<file path="config.mk">
export PLATFORM = sky130hd
export DESIGN_NAME = epl_cell
export DESIGN_NICKNAME = d
export VERILOG_FILES = /design/src/design/exhaustive_pair_line_fit_defines.svh /design/src/design/epl_pkg.sv /design/src/design/epl_cell.sv
export SDC_FILE = /design/constraint.sdc
export NUM_CORES = 2
export LEC_CHECK = 0
export CORE_ASPECT_RATIO = 1.4
export CORE_UTILIZATION = 25
export DETAILED_ROUTE_END_ITERATION = 8
export DONT_BUFFER_PORTS = 1
export GPL_TIMING_DRIVEN = 0
export HOLD_SLACK_MARGIN = 0.1
export PLACE_DENSITY = 0.44
export SLEW_MARGIN = 10
export SYNTH_ARGS = -nofsm -noshare
export SYNTH_HDL_FRONTEND = slang
export SYNTH_SLANG_ARGS = --single-unit
</file>
<file path="constraint.sdc">
create_clock -name aclk -period 20.3 [get_ports aclk]
set_clock_uncertainty 0.1 [all_clocks]
set_input_delay 4.06 -clock aclk [delete_from_list [all_inputs] [get_ports aclk]]
set_output_delay 4.06 -clock aclk [all_outputs]
set_load 0.005 [all_outputs]
</file>
<file path="src/design/exhaustive_pair_line_fit_defines.svh">
// Assertion helpers for the top-level design file.
`ifndef EXHAUSTIVE_PAIR_LINE_FIT_DEFINES_SVH
`define EXHAUSTIVE_PAIR_LINE_FIT_DEFINES_SVH

// same-cycle implication
`define EPL_ASSERT_IMPL(lbl, clk, rstn, ante, cons, msg) \
    lbl: assert property (@(posedge clk) disable iff (!rstn) (ante) |-> (cons)) \
        else $error(msg);

// next-cycle implication
`define EPL_ASSERT_NEXT(lbl, clk, rstn, ante, cons, msg) \
    lbl: assert property (@(posedge clk) disable iff (!rstn) (ante) |=> (cons)) \
        else $error(msg);

`endif

</file>
<file path="src/design/epl_pkg.sv">
package epl_pkg;

    localparam int MAX_POINTS = 32;
    localparam int IDX_W      = $clog2(MAX_POINTS);
    localparam int N_W        = IDX_W + 1;
    localparam int CNT_W      = 6;
    localparam int MASK_W     = 32;

    localparam logic REG_THRESHOLD = 1'b0;
    localparam logic REG_SPACING   = 1'b1;

    typedef enum logic [3:0] {
        ST_IDLE, ST_START, ST_RD, ST_DIFF, ST_SPACE, ST_CLASS, ST_DIV, ST_CMUL,
        ST_CFIN, ST_NORM, ST_SUM, ST_LIM, ST_LAUNCH, ST_NEXT, ST_DRAIN, ST_DONE
    } state_t;

    // line hypothesis travelling down the cell chain
    typedef struct packed {
        logic               valid;
        logic signed [16:0] a;
        logic signed [16:0] b;
        logic signed [17:0] c;
        logic [63:0]        lim;
        logic [CNT_W-1:0]   cnt;
        logic [MASK_W-1:0]  mask;
    } token_t;

    typedef struct packed {
        logic        start;
        logic [32:0] num;
        logic [17:0] den;
    } div_req_t;

    typedef struct packed {
        logic        done;
        logic [32:0] quo;
    } div_rsp_t;

endpackage

</file>
<file path="src/design/epl_cell.sv">
module epl_cell (
    input  logic                      aclk,
    input  logic                      aresetn,
    input  logic [epl_pkg::IDX_W-1:0] cell_idx,
    input  logic [epl_pkg::N_W-1:0]   n_loaded,
    input  logic                      load_en,
    input  logic [epl_pkg::IDX_W-1:0] load_idx,
    input  logic signed [15:0]        load_x,
    input  logic signed [15:0]        load_y,
    input  epl_pkg::token_t           tok_in,
    output epl_pkg::token_t           tok_out
);
    import epl_pkg::*;

    logic signed [15:0] px_reg, py_reg;
    token_t             s1_tok_reg, s2_tok_reg, s3_tok_reg, out_tok_reg;
    token_t             out_tok_next;
    logic signed [32:0] pa_reg, pb_reg;
    logic [31:0]        ar_reg;
    logic               ov2_reg, ov3_reg;
    logic [63:0]        sq_reg;
    logic signed [34:0] r;
    logic [34:0]        r_abs;
    logic               active, hit;

    always_ff @(posedge aclk) begin
        if (load_en && load_idx == cell_idx) begin
            px_reg <= load_x;
            py_reg <= load_y;
        end
    end

    always_comb begin
        r = {{2{pa_reg[32]}}, pa_reg} + {{2{pb_reg[32]}}, pb_reg}
            + {{3{s1_tok_reg.c[17]}}, s1_tok_reg.c, 14'b0};
        r_abs  = r[34] ? 35'(-r) : 35'(r);
        active = {1'b0, cell_idx} < n_loaded;
        hit    = active && !ov3_reg && (sq_reg < s3_tok_reg.lim);
        out_tok_next = s3_tok_reg;
        if (hit) begin
            out_tok_next.cnt  = s3_tok_reg.cnt + CNT_W'(1);
            out_tok_next.mask = s3_tok_reg.mask | (MASK_W'(1) << cell_idx);
        end
    end

    always_ff @(posedge aclk) begin
        if (!aresetn) begin
            s1_tok_reg.valid  <= 1'b0;
            s2_tok_reg.valid  <= 1'b0;
            s3_tok_reg.valid  <= 1'b0;
            out_tok_reg.valid <= 1'b0;
        end else begin
            s1_tok_reg  <= tok_in;
            s2_tok_reg  <= s1_tok_reg;
            s3_tok_reg  <= s2_tok_reg;
            out_tok_reg <= out_tok_next;
        end
        pa_reg  <= tok_in.a * px_reg;
        pb_reg  <= tok_in.b * py_reg;
        ar_reg  <= r_abs[31:0];
        ov2_reg <= |r_abs[34:32];
        sq_reg  <= ar_reg * ar_reg;
        ov3_reg <= ov2_reg;
    end

    assign tok_out = out_tok_reg;

endmodule

</file>
* Word level (Yosys, flattened, before mapping)
Index checks and enable logic that the tools add are counted.
Storage, ports and cells: bits of input ports 206, logic and storage cells 55, output and inout port bits 155, flip-flop bits (word level) 816
Operators by class: shifts and indexed selects 1, $mul 3, add/subtract/negate cells 4, muxes and demuxes 2, reductions and logical operators 5, equal/unequal tests 1, bitwise logic cells 1, magnitude comparators 2
Operators with widths (number):
- 17-bit by 16-bit multiplier with 33-bit output | 2
- 64-bit < comparator | 1
- 32-bit by 32-bit multiplier with 64-bit output | 1
- 38-bit 2-to-1 mux | 1
- 34-bit by 32-bit adder with 35-bit output | 1
- 35-bit 2-to-1 mux | 1
- 35-bit negator | 1
- 33-bit by 33-bit adder with 34-bit output | 1
- 32-bit bitwise OR | 1
- 1-bit by 5-bit << shifter with 32-bit output, first input constant | 1
- 6-bit by 1-bit adder with 6-bit output, second input constant | 1
- 5-bit by 6-bit < comparator with 1-bit output | 1
- 5-bit == test | 1
- 1-bit logical AND | 3
- 3-bit OR reduction | 1
- 1-bit logical NOT | 1

* Logic depth before layout (Yosys ltp)
word-level depth 5, mapped depth 32

* Worst setup path after synthesis
Ideal clock, no wire load.
kind input to register, start input tok_in[146] (netlist name), end register pa_reg[32], required time 20.080 ns, stages 27, buffers on the path 2, data arrival time 10.298 ns, setup slack 9.782 ns, cell sequence clkbuf_1 nand2_1 fa_1 inv_1 fa_1 inv_1 fa_1 fa_1 inv_1 fa_1 inv_1 fa_1 inv_1 ha_1 clkbuf_1 a21o_1 a221o_1 a21o_1 a41oi_1 o21ai_1 nand2_1 a211o_1 nand3_1 and3_1 a2111oi_0 a21oi_1 xnor2_1
On the way: longest elaborated chain between the ends 1
Ends and longest elaborated chain:
- start, declared | line epl_cell.sv:10 | input epl_pkg::token_t tok_in,
- 17-bit by 16-bit multiplier with 33-bit output | line epl_cell.sv:58 | pa_reg <= tok_in.a * px_reg;
- end signal, assigned | line epl_cell.sv:58
- end, declared | line epl_cell.sv:18 | logic signed [32:0] pa_reg, pb_reg;
No other way between the ends. A chain may end at the register's enable or synchronous reset.

* Worst setup path after layout
start register ar_reg[5], end register sq_reg[59]
On the way: longest elaborated chain between the ends 1
Ends and longest elaborated chain:
- start, declared | line epl_cell.sv:19 | logic [31:0] ar_reg;
- start signal, assigned | line epl_cell.sv:60 | ar_reg <= r_abs[31:0];
- 32-bit by 32-bit multiplier with 64-bit output | line epl_cell.sv:62 | sq_reg <= ar_reg * ar_reg;
- end signal, assigned | line epl_cell.sv:62
- end, declared | line epl_cell.sv:21 | logic [63:0] sq_reg;
No other way between the ends.

==> metrics.cfg <==
[setup_path]
worstSetupPathType = flip-flop to flip-flop
path_delay_family = adder cells
crit_arrival_ns = 11.61
crit_slowest_cell = clkbuf_1
critPathLaunchType = flip-flop
crit_path_end_kind = flip-flop
critPathMaxFanout = 10
cpMostUsedCell = fa_1
crit_required_ns = 20.82
path_buf_inv = 9
slowest_delay_ns = 0.88
r2r_slack_ns = 9.22

[finish]
synthToLayoutAreaGrowth_pct = 11.1
drive_gt1_share_pct = 2.98
multi_input_area_um2 = 47800
final_common_cell = inv_1
area.sequential_um2 = 22800
nNetsFinal = 9150
mostFrequentLayoutCells = inv_1 (1632), fa_1 (1364), edfxtp_1 (648), nand2_1 (637), ha_1 (580)
final_cells = 11200
num-fill-cells = 32200
fin_area_um2 = 86200

[floorplanning]
rows = 241
die_h_um = 661
core-area_um2 = 308000
start_util_pct = 25.2
dieArea_um2 = 313000
io_pins = 361
die_w_um = 473

[global_route]
grt_pass1_wl_mm = 335
grt_overflow_total = 0
track_usage_pct = 14.5
grt_max_degree = 621
antenna_found_initial = 21
grt_pass1_vias = 53400

[clocking]
hold_buffers = 0
cts_resized = 0
clockBufferDepth = 3
root_buffer = clkbuf_16
cts_setup_buffers = 0
cts_buffers = 91
cts-htree-levels = 3
cts_tree = yes
clk_latency_ns = 0.76
numClockSinks = 815
cts.reportedPaths.clkPinSlew_ns = 0.06

[sta]
max_freq_mhz = 90.2
setup_tns_ns = 0
slew_viol_final = 0
rsz0062_at_grt = false
period_share_pct = 54.6
tightest_slew_ns = 1.26
setup_viol = 0
max_slew_margin_pct = 16.3
period_needed_ns = 11.08
hold_viol_final = 0

[route]
dr.first_iter.drc_count = 2360
drc = 0
wl_per_cell_um = 20.1
routed_via_density = 4.25
dr.pass1.iters = 7
antenna_left = 0
num_vias = 47600
totalWireLength_mm = 225

[logic_synthesis]
ys_types = 82
synth.area.top_cells = fa_1 (35%), edfxtp_1 (25%), ha_1 (9.4%), inv_1 (7.9%), dfxtp_1 (4.3%)
synthesis.nets = 9052
synthCells = 6902
async_reset_ff_share_pct = 0
synth-main-ff-cell = edfxtp_1
synth_area_um2 = 77600
netlist.area_leader.share_pct = 35.2
ys_seq_area_share_pct = 29.4
ys_warn_count = 0
synth_edf_count = 648
avgSynthCellArea_um2 = 11.2
ys_ff_latch = 815
yosysTopAreaCell = fa_1

[run_status]
status = complete, no violations

[placement]
io_buffers = 0
placedCellCount = 11000
place_area_um2 = 82800
hpwl_mm = 185
place.gp.congestion = 0.894

[min_path]
hold_path_class = flip-flop to flip-flop

[run]
cap_violations = 0

-- through the flow --
step | hold slack (ns) | worst slack [ns] | util [%]
after floorplan | 0.210 | 9.78 | -
after global routing | 0.271 | 8.80 | 28.0
final | 0.258 | 9.22 | 28.0
after CTS | 0.259 | 8.96 | 27.9
after global placement | 0.301 | 8.61 | 26.9
after detailed placement | 0.305 | 8.58 | 26.9
-- logic make-up after synthesis --
group | after synthesis | synth area share (%)
and+or+nand+nor | 1453 | 9.25
adders and majority gates | 1944 | 44.5
AOI/OAI and AO/OA | 589 | 5.08
buffers and inverters | 1859 | 9.00
DFF | 815 | 29.4
muxes | 5 | 0.0693
xor gates and xnor gates | 237 | 2.67
-- synthesized netlist by cell type, types with 5 or more instances --
master       n
nand2b_1    47
nand4_1     34
or2_2       11
nor3_1      31
o21a_1      23
o31ai_1      9
nand3_1     35
a21boi_0     6
o21bai_1    40
and4_1       6
or3_1       12
clkbuf_1   217
nor2b_1     23
xnor2_1    162
nor4_1       5
o21ai_0     82
a41oi_1      7
a211oi_1    18
a31oi_1     24
buf_2        6
xor2_1      75
ha_1       580
and2_1     444
edfxtp_1   648
fa_1      1364
inv_1     1632
o211ai_1     5
dfxtp_1    167
a21oi_1    150
o21ai_1      9
nand2_1    637
a31o_2      13
a21o_1     147
nor2_1     120
and3_1      25
-- final timing paths --
path,end,cells after the start,start
worst max-delay path,sq_reg[59]$_DFF_P_,30,ar_reg[5]$_DFF_P_
worst min-delay path,out_tok_next[42]$_DFFE_PP_,0,s2_tok_reg[42]$_DFFE_PP_
worst max register to register,sq_reg[59]$_DFF_P_,30,ar_reg[5]$_DFF_P_
worst min register to register,out_tok_next[42]$_DFFE_PP_,0,s2_tok_reg[42]$_DFFE_PP_
-- routing by layer --
layer  wire length (µm)  track usage [%]
met4              10600             6.24
met5                105                0
met3              11000             2.52
met2             119000             26.9
met1              84900             16.1
-- area by class of cell --
cell class / instances / share of cell area, %
Antenna cell: 5 / 0.0145
Buffer: 226 / 0.993
Clock buffer: 106 / 2.78
Clock inverter: 65 / 1.06
Inverter: 1633 / 7.11
Multi-Input combinational cell: 4228 / 55.5
Sequential cell: 815 / 26.4
Tap cell: 4131 / 5.99
Timing Repair Buffer: 5 / 0.136
Power is left out: the tool's default activity adds up to more than one toggle a clock period on the data nets, which glitch-free logic cannot reach.
