[src/design/exhaustive_pair_line_fit_defines.svh]
// Assertion helpers for the top-level design file.
`ifndef EXHAUSTIVE_PAIR_LINE_FIT_DEFINES_SVH
`define EXHAUSTIVE_PAIR_LINE_FIT_DEFINES_SVH

// same-cycle implication
`define EPL_ASSERT_IMPL(lbl, clk, rstn, ante, cons, msg) \
    lbl: assert property (@(posedge clk) disable iff (!rstn) (ante) |-> (cons)) \
        else $error(msg);

// next-cycle implication
`define EPL_ASSERT_NEXT(lbl, clk, rstn, ante, cons, msg) \
    lbl: assert property (@(posedge clk) disable iff (!rstn) (ante) |=> (cons)) \
        else $error(msg);

`endif

[src/design/epl_pkg.sv]
package epl_pkg;

    localparam int MAX_POINTS = 32;
    localparam int IDX_W      = $clog2(MAX_POINTS);
    localparam int N_W        = IDX_W + 1;
    localparam int CNT_W      = 6;
    localparam int MASK_W     = 32;

    localparam logic REG_THRESHOLD = 1'b0;
    localparam logic REG_SPACING   = 1'b1;

    typedef enum logic [3:0] {
        ST_IDLE, ST_START, ST_RD, ST_DIFF, ST_SPACE, ST_CLASS, ST_DIV, ST_CMUL,
        ST_CFIN, ST_NORM, ST_SUM, ST_LIM, ST_LAUNCH, ST_NEXT, ST_DRAIN, ST_DONE
    } state_t;

    // line hypothesis travelling down the cell chain
    typedef struct packed {
        logic               valid;
        logic signed [16:0] a;
        logic signed [16:0] b;
        logic signed [17:0] c;
        logic [63:0]        lim;
        logic [CNT_W-1:0]   cnt;
        logic [MASK_W-1:0]  mask;
    } token_t;

    typedef struct packed {
        logic        start;
        logic [32:0] num;
        logic [17:0] den;
    } div_req_t;

    typedef struct packed {
        logic        done;
        logic [32:0] quo;
    } div_rsp_t;

endpackage

[src/design/epl_div.sv]
module epl_div (
    input  logic             aclk,
    input  logic             aresetn,
    input  epl_pkg::div_req_t req,
    output epl_pkg::div_rsp_t rsp
);
    import epl_pkg::*;

    localparam logic [5:0] STEPS = 6'd33;

    logic        busy_reg, busy_next;
    logic        done_reg, done_next;
    logic [5:0]  cnt_reg, cnt_next;
    logic [32:0] num_reg, num_next;
    logic [17:0] den_reg, den_next;
    logic [17:0] rem_reg, rem_next;
    logic [32:0] quo_reg, quo_next;
    logic [18:0] sh;
    logic        ge;

    always_comb begin
        sh = {rem_reg, num_reg[32]};
        ge = sh >= {1'b0, den_reg};
        busy_next = busy_reg;
        done_next = 1'b0;
        cnt_next  = cnt_reg;
        num_next  = num_reg;
        den_next  = den_reg;
        rem_next  = rem_reg;
        quo_next  = quo_reg;
        if (req.start) begin
            busy_next = 1'b1;
            cnt_next  = STEPS;
            num_next  = req.num;
            den_next  = req.den;
            rem_next  = '0;
            quo_next  = '0;
        end else if (busy_reg) begin
            num_next = {num_reg[31:0], 1'b0};
            quo_next = {quo_reg[31:0], ge};
            rem_next = ge ? 18'(sh - {1'b0, den_reg}) : sh[17:0];
            cnt_next = cnt_reg - 6'd1;
            if (cnt_reg == 6'd1) begin
                busy_next = 1'b0;
                done_next = 1'b1;
            end
        end
    end

    always_ff @(posedge aclk) begin
        if (!aresetn) begin
            busy_reg <= 1'b0;
            done_reg <= 1'b0;
            cnt_reg  <= '0;
        end else begin
            busy_reg <= busy_next;
            done_reg <= done_next;
            cnt_reg  <= cnt_next;
        end
        num_reg <= num_next;
        den_reg <= den_next;
        rem_reg <= rem_next;
        quo_reg <= quo_next;
    end

    assign rsp.done = done_reg;
    assign rsp.quo  = quo_reg;

endmodule

[config.mk]
export PLATFORM = sky130hd
export DESIGN_NAME = epl_div
export DESIGN_NICKNAME = d
export VERILOG_FILES = /design/src/design/exhaustive_pair_line_fit_defines.svh /design/src/design/epl_pkg.sv /design/src/design/epl_div.sv
export SDC_FILE = /design/constraint.sdc
export NUM_CORES = 1
export LEC_CHECK = 0
export BUFFER_PORTS_ARGS = -buffer_cell sky130_fd_sc_hd__buf_2
export CAP_MARGIN = 20
export CORE_MARGIN = 2
export CORE_UTILIZATION = 56
export CTS_CLUSTER_DIAMETER = 40
export DETAILED_ROUTE_END_ITERATION = 10
export GPL_TIMING_DRIVEN = 1
export PLACE_DENSITY = 0.91
export SLEW_MARGIN = 30
export SYNTH_ARGS = -nofsm -noshare
export SYNTH_HDL_FRONTEND = slang
export SYNTH_SLANG_ARGS = --single-unit
[constraint.sdc]
create_clock -name aclk -period 3.15 [get_ports aclk]
set_input_delay 0.315 -clock aclk [delete_from_list [all_inputs] [get_ports aclk]]
set_output_delay 0.315 -clock aclk [all_outputs]
set_load 0.05 [all_outputs]
Yosys cells after proc, flatten, opt, wreduce, memory -nomap -nowiden
Index checks and enable logic that the tools add are counted.
{"block": "totals", "reg_bits": 110, "in_bits": 54, "output_inout_bits": 34, "word_cells": 26}
{"block": "op_classes", "addsub": 2, "order_cmp": 1, "n_eq_ne": 1, "mux": 9, "n_bitwise": 2, "reduce_logical": 3}
{"op": "$mux 33", "count": 2}
{"op": "$ge 19x18->1", "count": 1}
{"op": "$mux 18", "count": 1}
{"op": "$sub 18x18->18", "count": 1}
{"op": "$mux 6", "count": 2}
{"op": "$eq 6x1->1 const B", "count": 1}
{"op": "$sub 6x1->6 const B", "count": 1}
{"op": "$mux 1", "count": 4}
{"op": "$reduce_or 3->1", "count": 1}
{"op": "$not 1->1", "count": 2}
{"op": "$reduce_bool 2->1", "count": 1}
{"op": "$reduce_or 2->1", "count": 1}

Logic depth before layout (Yosys ltp)
Gate-level depths: netlist of run 1.
{"block": "depth", "word_depth": 4, "depth_mapped": 11, "mapped_depth_nobuf": 11}

Worst setup path after synthesis of run 1
OpenSTA, ideal clock, no wires.
{"block": "synth_timing", "kind": "register to register", "from": "register num_reg[32]", "to": "register rem_reg[16]", "setup_ps": 69, "t_arrival_ps": 2336, "t_required_ps": 3081, "path_slack_ps": 745, "stages_incl_launch_ff": 12, "n_path_buf": 0, "period_less_slack_ps": 2405, "path_cell_list": "edfxtp_1 -> inv_1 -> ha_1 -> inv_1 -> fa_1 -> a211oi_1 -> o21ai_1 -> a221o_1 -> a41oi_1 -> o21ai_1 -> a21bo_1 -> o21ai_1"}
{"block": "synth_via", "elab_chain_len": 2, "elab_cells_between_ends": 3, "classes_between": "1 x add/sub; 1 x order compare; 1 x mux"}
{"item": "start, declared", "line": "epl_div.sv:14", "text": "logic [32:0] num_reg, num_next;"}
{"item": "start signal, assigned", "line": "epl_div.sv:60", "text": "num_reg <= num_next;"}
{"item": "$sub 18x18->18 or $ge 19x18->1 (tied branches)", "line": "epl_div.sv:41, epl_div.sv:23"}
{"item": "$mux 18 *", "line": "epl_div.sv:41", "text": "rem_next = ge ? 18'(sh - {1'b0, den_reg}) : sh[17:0];"}
{"item": "end signal, assigned", "line": "epl_div.sv:62", "text": "rem_reg <= rem_next;"}
{"item": "end, declared", "line": "epl_div.sv:16", "text": "logic [17:0] rem_reg, rem_next;"}
Every way passes the cells marked *; elsewhere a longest branch is shown, timed or not.
A chain may end at the register's enable or synchronous reset.

Final worst setup path of run 1
{"block": "layout_timing", "from": "register den_reg[12]", "to": "register rem_reg[6]"}
{"block": "layout_via", "elab_chain_len": 2}
{"item": "start, declared", "line": "epl_div.sv:15", "text": "logic [17:0] den_reg, den_next;"}
{"item": "start signal, assigned", "line": "epl_div.sv:61", "text": "den_reg <= den_next;"}
{"item": "$ge 19x18->1", "line": "epl_div.sv:23", "text": "ge = sh >= {1'b0, den_reg};"}
{"item": "$mux 18", "line": "epl_div.sv:41"}
No other way between the ends.

==> metrics.md, run 1 <==
| Metric | Value |
|---|---|
| Status | finished clean |
| Fmax achieved | 347 MHz |
| Ys async rst share | 0% |
| Minimum clock period | between 2 and 3 ns |
| Worst hold margin | around 0.11 ns |
| Clock root cell | clkbuf_8 |
| CTS Buf Count | 9 |
| # IOs | 88 |
| Fin. max-slew vios | 0 |
| Share of cells above drive strength 1 | roughly 28% |
| Largest net degree at the start of global routing | 53 |
| Synth unique cells | 62 |
| Post-synthesis instance area | around 5200 um2 |
| Worst Hold Depth | 1 |
| GRT busiest layer | met2 |
| Max-Cap Viols | 0 |
| Total number of vias | between 3000 and 4000 |
| Worst-Skew Late Latency | between 0.3 and 0.4 ns |
| # rows | 35 |
| Clock sink count | 110 |
| # setup viols final | 0 |
| CTS tree | built |
| GPL Wtd Cong | 0.864 |
| Setup Fix Bufs, Post-CTS | 0 |
| Synth top area share | 29.2% |
| Met1 Usage GRT | around a quarter |
| Wirelength, routed | slightly above 10000 um |
| First-pass GRT wire length | ~17000 um |
| Worst-Margin Slew | slightly above 0.7 ns |
| Post-Syn Nets | 537 |
| DRC errors left | 0 |
| Die footprint | 10200 um2 |
| Critical Setup Path Class | reg -> reg |
| Syn_area_per_cell | roughly 11 um2 |
| Maximum clock path buffer count | 2 |
| Max transition margin | between 50% and 60% |
| DP Wirelength | ~7000 um |
| R2R depth | 10 |
| Vias per cell | about 5.6 |
| 1st-iter DRT viols | ~140 |
| Synth warn | 0 |
| Post-synthesis sequential area ratio | between 50% and 60% |
| Cells after synthesis | between 400 and 500 |
| #FFs+latches synth | between 100 and 150 |
| Synth area leaders | edfxtp_1 29%, dfxtp_1 23%, mux2i_1 8.4%, mux2_2 6.9%, ha_1 4.8% |
| Yosys top cell by area | edfxtp_1 |
| Pwr/cell area | roughly 490 nW/um2 |
| Initial antenna violation count | 0 |
| Fin crit share | 91.4% |
| Crit Path Max Fanout | 10 |
| Hold Path Class | in -> reg |
| ANT cells | 0 |
| Clock slew at reported path FFs | approximately 0.1 ns |
| Post-CTS Resized | 0 |
| Dominant synthesized flop cell | dfxtp_1 |
| Nets | about 620 |
| Met2 GRT Util | 36.7% |
| Final Hold Vio Count | 0 |
| GRT met3 Usage | ~4.5% |
| Die Y | 101 um |
| LEAKAGE | around 2.5 nW |
| Worst path required time | 3.37 ns |
| Maximum vdd drop | 0.324 mV |
| Port bufs | 87 |
| Area grow syn2layout | 13.3% |
| Initial Util | a little under three fifths |
| Clock Skew | just over 0.009 ns |
| Overall routing resource usage | between 20% and 30% |
| Post-route ant nets | 0 |
| Setup total negative slack | 0 ns |
| Core area | about 9000 um2 |
| Hold buffer count at CTS | 0 |
| EDFF count, synth | 51 |
| Die W | a little over 100 um |
| Unrepaired setup endpoints after global routing | no |
| CTS H-tree depth | 3 |
| Pre-Repair DR Iteration Count | 6 |
| Vias in the first global route | about 3700 |
| Wire length per cell | 15.5 um |
| Critical path arrival | between 3 and 4 ns |
| Critical path startpoint category | register |
| GRT Residual Overflow | 0 |
| Crit. End Element | register |
| Flop2flop setup slack | around 0.27 ns |
[synthesized netlist by cell type, types with 8 or more instances]
cell / count
mux2_2: 32
a211oi_1: 11
o21a_1: 8
nor2_1: 54
nand2_1: 30
a21oi_1: 12
dfxtp_1: 59
xnor2_1: 13
edfxtp_1: 51
mux2i_1: 44
ha_1: 20
o21ai_1: 10
clkbuf_1: 12
inv_1: 27
[path summary, 6_finish.rpt]
kind | from | endpoint
min | req[2] | den_reg[2]$_DFFE_PP_
max reg2reg | den_reg[12]$_DFFE_PP_ | rem_reg[6]$_SDFFE_PP0P_
max | den_reg[12]$_DFFE_PP_ | rem_reg[6]$_SDFFE_PP0P_
min reg2reg | rem_reg[14]$_SDFFE_PP0P_ | rem_reg[14]$_SDFFE_PP0P_
[cell families after synthesis]
| kind of cell | share of synthesized area (%) |
|---|---|
| mux | 15.5 |
| xor+xnor | 3.01 |
| flops | 51.7 |
| compound gates | 10.7 |
| simple gates | 9.28 |
| fa+ha+maj | 5.15 |
| buf+inv | 4.60 |
[layer usage]
layer	vias up	routed length, um
met1	1754	4270
met2	109	5170
met5	-	0
li1	1827	-
met3	18	602
met4	0	225
[worst max-delay path, cell delays in order (launching register included)]
cell and delay [ns]:
edfxtp_1 0.34, inv_1 0.04, ha_1 0.39, a21oi_1 0.13, o21ai_0 0.49, a31oi_2 0.22, o311a_2 0.18, a22oi_4 0.37
buf_4 0.27, mux2i_1 0.20, a211oi_1 0.09
[report_power, final]
group	total, mW	internal, mW	switching [mW]
sequential	1.62	1.59	0.0354
clock	0.880	0.384	0.496
combinational	0.420	0.190	0.229
total	2.92	2.16	0.761
[cell usage in the layout (no fill, tap or decap), types with 3 or more instances in the layout]
cell	netlist	final
ha_1	20	20
o211ai_1	3	3
nand4_1	5	5
buf_2	0	86
dfxtp_1	59	58
nor3_1	5	5
mux2i_1	44	44
a21oi_1	12	12
nor2_1	54	54
o21a_1	8	8
clkbuf_8	0	9
o21ai_0	4	4
mux2_2	32	32
buf_4	1	8
a211oi_1	11	11
xor2_1	5	5
nand2_1	30	30
inv_1	27	27
xnor2_1	13	13
nand3_1	3	3
a21o_1	4	4
o21ai_1	10	10
edfxtp_1	51	51
[metrics by stage]
step	area, um2	power [mW]	setup WS, ns	utilization, %	cells
3_3_place_gp	5730	2.05	0.507	62.7	646
3_5_place_dp	5730	2.07	0.361	62.7	646
5_1_grt	5940	3.04	0.0678	64.9	662
6_report	5940	2.92	0.271	64.9	662
2_1_floorplan	5240	1.96	0.745	-	462
4_1_cts	5940	2.94	0.292	64.9	662
[cell type report]
cell class | instances | area (um2)
multi-input cells | 304 | 2290
clock inverters | 6 | 80.1
well taps | 111 | 139
fillers | 693 | 3210
inverters | 27 | 101
clock buffers | 10 | 128
repair buffers | 94 | 490
flip-flops and latches | 110 | 2710
No activity file was read; power rests on OpenSTA's default activity.
==> run 2, diff against run 1 <==
Settings changed: CORE_ASPECT_RATIO set to 0.9, CORE_MARGIN 2 to unset.
==> run 2 against run 1 <==
  * Non-clock buffer count rose by 1
  * Critical path depth unchanged
  * Clock skew increased by 0.0050 ns
  * Fmax rose by 4.4%
  * Clock power fell by 7.4%
  * Combinational power about the same
  * Die area shrank 3.9%
  * Setup slack better by 0.12 ns
  * Power decreased by 2.2%
  * Final area is essentially flat
  * Cell count up 1.8%
  * Critical endpoint is now rem_reg[10]$_SDFFE_PP0P_
==> metrics.md, run 2 (same netlist as run 1, synthesis figures left out) <==
| Metric | Value |
|---|---|
| Status | finished clean |
| Flop2flop setup slack | 0.39 ns (+0.12 ns) |
| CTS tree | built |
| # IOs | 88 (unchanged) |
| Hold Path Class | in -> reg |
| Reg2reg start | den_reg[12]$_DFFE_PP_ |
| Crit. End Element | register |
| Setup crit end | rem_reg[10]$_SDFFE_PP0P_ |
| Final worst setup slack | 0.392 ns (+0.120 ns) |
| Comb pwr share | 14.7% (+0.4 points) |
| Overall routing resource usage | 22.5% (+1.3 points) |
| Post-route ant nets | 0 (unchanged) |
| Max-Cap Viols | 0 (unchanged) |
| Wire length per cell | 15.5 um (-0.20%) |
| 1st-iter DRT viols | 100 (-31%) |
| # rows | 33 (-5.7%) |
| Die Y | 93.8 um (-6.9%) |
| Critical path startpoint category | register |
| Port bufs | 87 (unchanged) |
| GRT Residual Overflow | 0 (unchanged) |
| Pint | 2.09 mW (-3.5%) |
| Clock slew at reported path FFs | 0.11 ns (about the same) |
| Unrepaired setup endpoints after global routing | no |
| Fmax achieved | 363 MHz (+4.4%) |
| Max transition margin | 62.6% (+11 points) |
| Crit Path Max Fanout | 11 (+1) |
| Clock Skew | 0.0141 ns (+0.00501 ns) |
| Core area | 9080 um2 (-0.75%) |
| Initial antenna violation count | 0 (unchanged) |
| LEAKAGE | 2.50 nW (about the same) |
| R2R depth | 10 (unchanged) |
| Switch share | 27.0% (+0.98 points) |
| Critical Setup Path Class | reg -> reg |
| ANT cells | 0 (unchanged) |
| Critical path arrival | 3.01 ns (-0.09 ns) |
| Die footprint | 9760 um2 (-3.9%) |
| Pwr/cell area | 481 nW/um2 (-2.2%) |
| Post-CTS Resized | 0 (unchanged) |
| Largest net degree at the start of global routing | 38 (-28%) |
| DP Wirelength | 7450 um (+3.7%) |
| Worst-Skew Late Latency | 0.38 ns (about the same) |
| Area grow syn2layout | 13.3% (about the same) |
| Leading cell types in the layout, fill and taps excluded | 86 x buf_2, 58 x dfxtp_1, 54 x nor2_1 |
| Minimum clock period | 2.76 ns (-0.120 ns) |
| Maximum vdd drop | 0.310 mV (-4.2%) |
| Wirelength, routed | 10400 um (+1.6%) |
| Clock power frac | 28.5% (-1.6 points) |
| Setup Fix Bufs, Post-CTS | 0 (unchanged) |
| Share of cells above drive strength 1 | 27.9% (+0.13 points) |
| Pre-Repair DR Iteration Count | 4 (-2) |
| Fillers | 720 (+3.9%) |
| Fin. max-slew vios | 0 (unchanged) |
| Vias per cell | 5.50 (-1.8%) |
| Fin util | 65.4% (+0.51 points) |
| Most common cell after layout, fill and taps aside | buf_2 |
| Initial Util | 57.7% (+0.43 points) |
| # setup viols final | 0 (unchanged) |
| CTS Buf Count | 9 (unchanged) |
| Clock root cell | clkbuf_8 |
| Fin crit share | 87.6% (-3.8 points) |
| Worst setup startpoint | den_reg[12]$_DFFE_PP_ |
| Clock sink count | 110 (unchanged) |
| DRC errors left | 0 (unchanged) |
| GPL Wtd Cong | 0.885 (+2.5%) |
| Worst-Margin Slew | 0.556 ns (-0.164 ns) |
| Nets | 622 (+0.16%) |
| Final Hold Vio Count | 0 (unchanged) |
| Worst slack, placed | 0.464 ns (+0.103 ns) |
| Hold buffer count at CTS | 0 (unchanged) |
| Part of the power in registers | 56.8% (+1.2 points) |
| Switching pwr | 0.772 mW (+1.5%) |
| CTS H-tree depth | 3 (unchanged) |
| Total number of vias | 3706 (-0.054%) |
| Die W | 104 um (+3.2%) |
| Vias in the first global route | 3772 (+0.96%) |
| Reg-to-reg endpoint | rem_reg[10]$_SDFFE_PP0P_ |
| First-pass GRT wire length | 17400 um (+2.4%) |
| Maximum clock path buffer count | 2 (unchanged) |
| Final Total Pwr | 2.86 mW (-2.2%) |
| Setup total negative slack | 0 ns (unchanged) |
| Worst path required time | 3.40 ns (+0.03 ns) |
## run 2: metrics by stage
step	std cells	area, um2	hold WS, ns
2_1_floorplan	462	5240	0.414
3_3_place_gp	658	5760	0.461
3_5_place_dp	658	5760	0.467
4_1_cts	674	5940	0.0890
5_1_grt	674	5940	0.0856
6_report	674	5940	0.102
## run 2: how the worst min path moves through the flow
stage	from	to	slack, ns	cells after the start
6_report	req[1]	den_reg[1]$_DFFE_PP_	0.10	1
5_1_grt	req[17]	den_reg[17]$_DFFE_PP_	0.09	1
4_1_cts	req[1]	den_reg[1]$_DFFE_PP_	0.09	1
3_5_place_dp	rem_reg[8]$_SDFFE_PP0P_	rem_reg[8]$_SDFFE_PP0P_	0.47	2
3_3_place_gp	rem_reg[8]$_SDFFE_PP0P_	rem_reg[8]$_SDFFE_PP0P_	0.46	2
2_1_floorplan	req[0]	den_reg[0]$_DFFE_PP_	0.41	0
## run 2: power groups by stage
stage	Clock (mW)	Combinational, mW	Sequential, mW
5_1_grt	0.887	0.465	1.64
6_report	0.815	0.420	1.63
3_5_place_dp	0	0.414	1.66
3_3_place_gp	0	0.397	1.65
4_1_cts	0.843	0.420	1.63
2_1_floorplan	0	0.314	1.65
## run 2: layer usage
metal / up-vias / routed length, um / GRT usage (%)
met5: - / 0 / 0
met4: 0 / 214 / 8.21
met3: 17 / 538 / 6.45
met2: 83 / 5080 / 39.4
met1: 1782 / 4600 / 26.4
li1: 1824 / - / -
## run 2: critical path: stages, from the launching register on
cell and delay [ns]:
edfxtp_1 0.34, inv_1 0.04, ha_1 0.38, a21oi_1 0.11, o21ai_0 0.48, a31oi_2 0.22
o311a_2 0.18, a22oi_4 0.26, buf_4 0.29, mux2i_1 0.24, a211oi_1 0.09
## run 2: layout make-up
class | count | area, um2 | share of cell area, %
sequential | 110 | 2710 | 45.7
tap | 122 | 153 | 2.57
timing repair buffer | 95 | 498 | 8.38
inverter | 27 | 101 | 1.71
multi-input combinational | 304 | 2290 | 38.5
clock inverter | 7 | 63.8 | 1.07
clock buffer | 9 | 124 | 2.08
